<file path="src/rtl/ipv4fl_pkg.sv">
package ipv4fl_pkg;

	// table geometry
	localparam int ROUTE_DEPTH = 64;
	localparam int ARP_DEPTH   = 64;
	localparam int IFACE_BITS  = 4;

	localparam int ROUTE_AW  = (ROUTE_DEPTH > 1) ? $clog2(ROUTE_DEPTH) : 1;
	localparam int ARP_AW    = (ARP_DEPTH > 1) ? $clog2(ARP_DEPTH) : 1;
	localparam int MAX_DEPTH = (ROUTE_DEPTH > ARP_DEPTH) ? ROUTE_DEPTH : ARP_DEPTH;
	localparam int SCAN_CW   = $clog2(MAX_DEPTH + 1);

	// fixed field widths
	localparam int IDX_W      = 6;
	localparam int CNT_W      = 7;
	localparam int CFG_IDX_W  = 1;
	localparam int CFG_DATA_W = 7;

	typedef enum logic [1:0] {
		CMD_LOAD_ROUTE = 2'd0,
		CMD_LOAD_ARP   = 2'd1,
		CMD_LOOKUP     = 2'd2,
		CMD_NOP        = 2'd3
	} cmd_t;

	typedef enum logic [2:0] {
		STAT_LOADED        = 3'd0,
		STAT_FORWARD       = 3'd1,
		STAT_BAD_CSUM      = 3'd2,
		STAT_TIME_EXCEEDED = 3'd3,
		STAT_UNREACHABLE   = 3'd4,
		STAT_NO_ARP        = 3'd5
	} status_t;

	typedef enum logic [CFG_IDX_W-1:0] {
		CFG_ROUTE_COUNT = 1'b0,
		CFG_ARP_COUNT   = 1'b1
	} cfg_reg_t;

	typedef enum logic [1:0] {
		ST_IDLE   = 2'd0,
		ST_SCAN   = 2'd1,
		ST_RESULT = 2'd2
	} state_t;

	typedef struct packed {
		logic [31:0]           prefix;
		logic [31:0]           mask;
		logic [31:0]           gateway;
		logic [IFACE_BITS-1:0] iface;
	} route_ent_t;

	typedef struct packed {
		logic [31:0] ip;
		logic [47:0] mac;
	} arp_ent_t;

	typedef struct packed {
		logic done;
		logic found;
		logic hit;
	} scan_sts_t;

	// entry count register limited to the table depth
	function automatic logic [SCAN_CW-1:0] clamp_count(input logic [CNT_W-1:0] cnt,
		input int depth);
		logic [SCAN_CW-1:0] res;
		if (int'(cnt) > depth) begin
			res = SCAN_CW'(depth);
		end else begin
			res = SCAN_CW'(cnt);
		end
		return res;
	endfunction

endpackage

</file>
<file path="src/rtl/ipv4fl_scan.sv">
module ipv4fl_scan
	import ipv4fl_pkg::*;
(
	input  logic                  clk,
	input  logic                  arst_n,
	input  logic                  start,
	input  logic [31:0]           dest,
	input  logic [SCAN_CW-1:0]    route_n,
	input  logic [SCAN_CW-1:0]    arp_n,
	output logic                  route_re,
	output logic [ROUTE_AW-1:0]   route_raddr,
	input  route_ent_t            route_rdata,
	output logic                  arp_re,
	output logic [ARP_AW-1:0]     arp_raddr,
	input  arp_ent_t              arp_rdata,
	output scan_sts_t             sts,
	output logic [31:0]           best_hop,
	output logic [IFACE_BITS-1:0] best_iface,
	output logic [47:0]           mac
);

	logic [SCAN_CW-1:0]    cnt_q;
	logic                  busy_q;
	logic                  rpend_s1;
	logic                  apend_s1;
	logic                  found_q;
	logic                  hit_q;
	logic [31:0]           best_mask_q;
	logic [31:0]           best_hop_q;
	logic [IFACE_BITS-1:0] best_iface_q;
	logic [47:0]           mac_q;

	logic r_issue;
	logic a_issue;
	logic r_match;
	logic r_better;
	logic a_match;
	logic done;

	// both tables are walked side by side, one entry per cycle each
	assign r_issue = busy_q && (cnt_q < route_n);
	assign a_issue = busy_q && (cnt_q < arp_n);
	assign done    = busy_q && !r_issue && !a_issue && !rpend_s1 && !apend_s1;

	assign route_re    = r_issue;
	assign route_raddr = cnt_q[ROUTE_AW-1:0];
	assign arp_re      = a_issue;
	assign arp_raddr   = cnt_q[ARP_AW-1:0];

	// compare on the registered read data
	assign r_match  = (dest & route_rdata.mask) == route_rdata.prefix;
	assign r_better = !found_q || (route_rdata.mask >= best_mask_q);
	assign a_match  = arp_rdata.ip == dest;

	always_ff @(posedge clk or negedge arst_n) begin
		if (!arst_n) begin
			cnt_q    <= '0;
			busy_q   <= 1'b0;
			rpend_s1 <= 1'b0;
			apend_s1 <= 1'b0;
			found_q  <= 1'b0;
			hit_q    <= 1'b0;
		end else if (start) begin
			cnt_q    <= '0;
			busy_q   <= 1'b1;
			rpend_s1 <= 1'b0;
			apend_s1 <= 1'b0;
			found_q  <= 1'b0;
			hit_q    <= 1'b0;
		end else begin
			rpend_s1 <= r_issue;
			apend_s1 <= a_issue;
			if (r_issue || a_issue) begin
				cnt_q <= cnt_q + SCAN_CW'(1);
			end
			if (done) begin
				busy_q <= 1'b0;
			end
			if (rpend_s1 && r_match) begin
				found_q <= 1'b1;
			end
			if (apend_s1 && a_match) begin
				hit_q <= 1'b1;
			end
		end
	end

	always_ff @(posedge clk) begin
		if (rpend_s1 && r_match && r_better) begin
			best_mask_q  <= route_rdata.mask;
			best_hop_q   <= route_rdata.gateway;
			best_iface_q <= route_rdata.iface;
		end
		if (apend_s1 && a_match) begin
			mac_q <= arp_rdata.mac;
		end
	end

	assign sts.done   = done;
	assign sts.found  = found_q;
	assign sts.hit    = hit_q;
	assign best_hop   = best_hop_q;
	assign best_iface = best_iface_q;
	assign mac        = mac_q;

endmodule
</file>
<file path="config.mk">
export PLATFORM = sky130hd
export DESIGN_NAME = ipv4fl_scan
export DESIGN_NICKNAME = d
export VERILOG_FILES = /design/src/rtl/ipv4fl_pkg.sv /design/src/rtl/ipv4fl_scan.sv
export SDC_FILE = /design/constraint.sdc
export NUM_CORES = 1
export LEC_CHECK = 0
export BUFFER_PORTS_ARGS = -buffer_cell sky130_fd_sc_hd__buf_2
export CORE_AREA = 2 2 129 131
export CTS_BUF_LIST = sky130_fd_sc_hd__clkbuf_4
export CTS_CLUSTER_SIZE = 20
export DETAILED_ROUTE_END_ITERATION = 10
export DIE_AREA = 0 0 131 133
export GPL_ROUTABILITY_DRIVEN = 0
export PLACE_DENSITY = 0.78
export SKIP_LAST_GASP = 1
export SLEW_MARGIN = 10
export SYNTH_ARGS = -nofsm -noshare
export SYNTH_HDL_FRONTEND = slang
export SYNTH_SLANG_ARGS = --single-unit
</file>
<file path="constraint.sdc">
create_clock -name clk -period 8.3 [get_ports clk]
set_input_delay 0 -clock clk [delete_from_list [all_inputs] [get_ports clk]]
set_output_delay 0 -clock clk [all_outputs]
set_load 0.005 [all_outputs]
</file>
==> qor.yml <==
setup_path:
  r2r_start: "best_mask_q[11]$_DFFE_PP_"
  cp.arrival_ns: 3.32
  critPathLaunchType: "flop"
  end_kind: "flop"
  cp_max_fo: 50
  critPathKind: "reg2reg"
  cp.required_ns: 8.47
  crit_start: "best_mask_q[11]$_DFFE_PP_"
route:
  dr.pass1.iters: 7
  ant_nets: 0
  drt-initial-drc-count: 199
  via_per_inst: 4.64
  drcViolationCount: 0
  routed_wl_mm: 18.4
  dr_total_vias: 5322
  wl_per_cell_um: 16.1
yosys:
  yosys_warnings: 0
  synthArstFlopShare_pct: 9.38
  yosysSeqAreaShare_pct: 62.3
  synth_area_per_cell_um2: 13.2
  synth_ff_type: "edfxtp_1"
  synth_top_area_share_pct: 57.3
  synth.top_cells.by_area: "edfxtp_1, ha_1, dfrtp_1"
  synth.distinct_cells: 41
  netlist_instances: 459
  synth_area_mm2: 0.00608
  yosysTopAreaCell: "edfxtp_1"
  synth_edf_count: 116
  synth_nets: 733
  ys_seq_elements: 128
final_layout:
  multi_input_area_mm2: 0.00200
  syn2layout_area_growth_pct: 54.3
  final_cell_mix: "buf_2, dlygate4sd3_1, edfxtp_1"
  layout_commonest_cell: "buf_2"
  layout-drive-gt1-share_pct: 40.2
  fin_cells: 1146
  regArea_mm2: 0.00378
  finish.instance_area_mm2: 0.00938
  fin_nets: 1186
  nFillCells: 1305
timing:
  slew_headroom_pct: 56.1
  period_needed_ns: 3.15
  rsz0062_at_grt: "no"
  final-max-slew-violation-count: 0
  timing.final.crit_share_pct: 37.9
  tns_ns: 0
  clock.fmax_mhz: 318
  setup_viol: 0
  worstMarginPinSlew_ns: 0.659
  hold_viol_final: 0
  skew_ns: 0.0166
pwr:
  power_density_mw_per_mm2: 139
  p_comb_share_pct: 14.3
  p_sw_mw: 0.334
  swShare_pct: 25.7
  p_seq_share_pct: 54.2
  total_power_mw: 1.30
  intPower_mw: 0.969
  ir_drop_mv: 0.0595
  leakagePower_nw: 4.24
  clkPwrFrac_pct: 31.5
place:
  dpl_cell_area_mm2: 0.00790
  hpwlAfterDp_mm: 13.2
  dp_cells: 993
  io_buffers: 329
global_routing:
  antenna_found_initial: 1
  grt_max_degree: 51
  grt_pass1_vias: 5528
  track_usage_pct: 21.0
  overflow: 0
  grt_pass1_wl_mm: 27.2
job:
  max_cap_violations: 0
hold_path:
  hold_class: "in2reg"
  hp-start: "route_rdata[87]"
die:
  io_pins: 330
  die_height_um: 133
  die_area_mm2: 0.0174
  dieWidth_um: 131
  start_util_pct: 37.6
  rows: 47
  core_area_mm2: 0.0162
cts:
  clk_pin_slew_worst_paths_ns: 0.13
  clk_path_buf_depth: 2
  cts_resized: 0
  cts.sinks: 128
  ctsHtreeMaxLevel: 4
  clockRootBuffer: "clkbuf_4"
  clock_latency_ns: 0.52
  cts_buffers: 17
  postCtsSetupRepairBufs: 0
  tritoncts: "done"
run_status:
  status: "complete, no violations"
==> synthesized netlist by cell type (all sizes together), types with 5 or more instances <==
cell type and count:
nand4 18, buf 16, dfrtp 12, o21ai 11, nor2 5, nand3 7, nor4 7, xor2 33
a21oi 23, edfxtp 116, nand2 47, or3 6, xnor2 32, ha 45, inv 47
==> flip-flops by register name, summed over array words and instances (netlist names) <==
name / count
apend_s1: 1
best_hop: 32
best_iface: 4
best_mask_q: 32
busy_q: 1
cnt_q: 7
found_q: 1
hit_q: 1
mac: 48
rpend_s1: 1
==> power by group through the flow <==
stage                     registers (mW)  logic (mW)  clock network (mW)
after floorplan                    0.720      0.0558                   0
after global placement             0.721       0.135                   0
after detailed placement           0.721       0.138                   0
after CTS                          0.707       0.185               0.427
after global routing               0.707       0.203               0.451
final                              0.707       0.186               0.411
==> path summary, 6_finish.rpt <==
path	slack, ns	endpoint	cells past startpoint
worst min register to register	0.52	hit_q$_DFFE_PN0P_	1
worst max register to register	5.15	best_hop[1]$_DFFE_PP_	9
worst min-delay path	0.06	found_q$_DFFE_PN0P_	6
worst max-delay path	5.15	best_hop[1]$_DFFE_PP_	9
max in group asynchronous	7.34	rpend_s1$_DFF_PN0_	3
min in group asynchronous	0.56	busy_q$_DFFE_PN0P_	3
==> per-stage QoR <==
step,hold WS [ns],setup slack (ns),utilization (%)
floorplan,-0.296,2.34,-
global placement,-0.0962,5.22,48.8
detailed placement,-0.0960,5.15,48.8
CTS,0.000500,5.12,58.0
global route,0.0528,4.98,58.0
finish,0.0553,5.15,58.0
==> layer usage <==
layer  global-route usage [%]  wire length (um)
met1                     22.6              6770
met2                     39.4              9830
met3                     5.10              1470
met4                     7.03               341
met5                        0                 0
==> area by class of cell <==
type                       count  area share [%]
timing repair buffer         451            30.5
tap                          220            2.94
clock inverter                15            1.56
antenna                        1          0.0267
multi-input combinational    267            21.4
sequential                   128            40.4
clock buffer                  17            1.36
inverter                      47            1.88
==> critical path: stages (launching register included) <==
cell and delay [ns]:
edfxtp_1 0.35, inv_1 0.04, ha_1 0.30, and4_1 0.22, nand2_1 0.06, or4_1 0.39
o211ai_1 0.09, nand2_1 0.11, a21oi_4 0.55, buf_4 0.64
==> logic make-up (layout without fill, tap and decap cells) <==
group	Yosys count	after routing	share of synthesized area (%)
fa+ha+maj	45	45	9.26
other cells	0	1	0
flops	128	128	62.3
buf+inv	64	530	5.09
compound gates	47	47	4.67
xor+xnor	65	65	9.37
simple gates	109	109	9.18
mux	1	1	0.165
==> what timing repair did <==
action | in CTS | in global routing
hold endpoints to repair | 140 | 0
hold buffers | 120 | 0
endpoints found under the setup margin | 0 | 0
No activity file was read; power rests on OpenSTA's default activity.
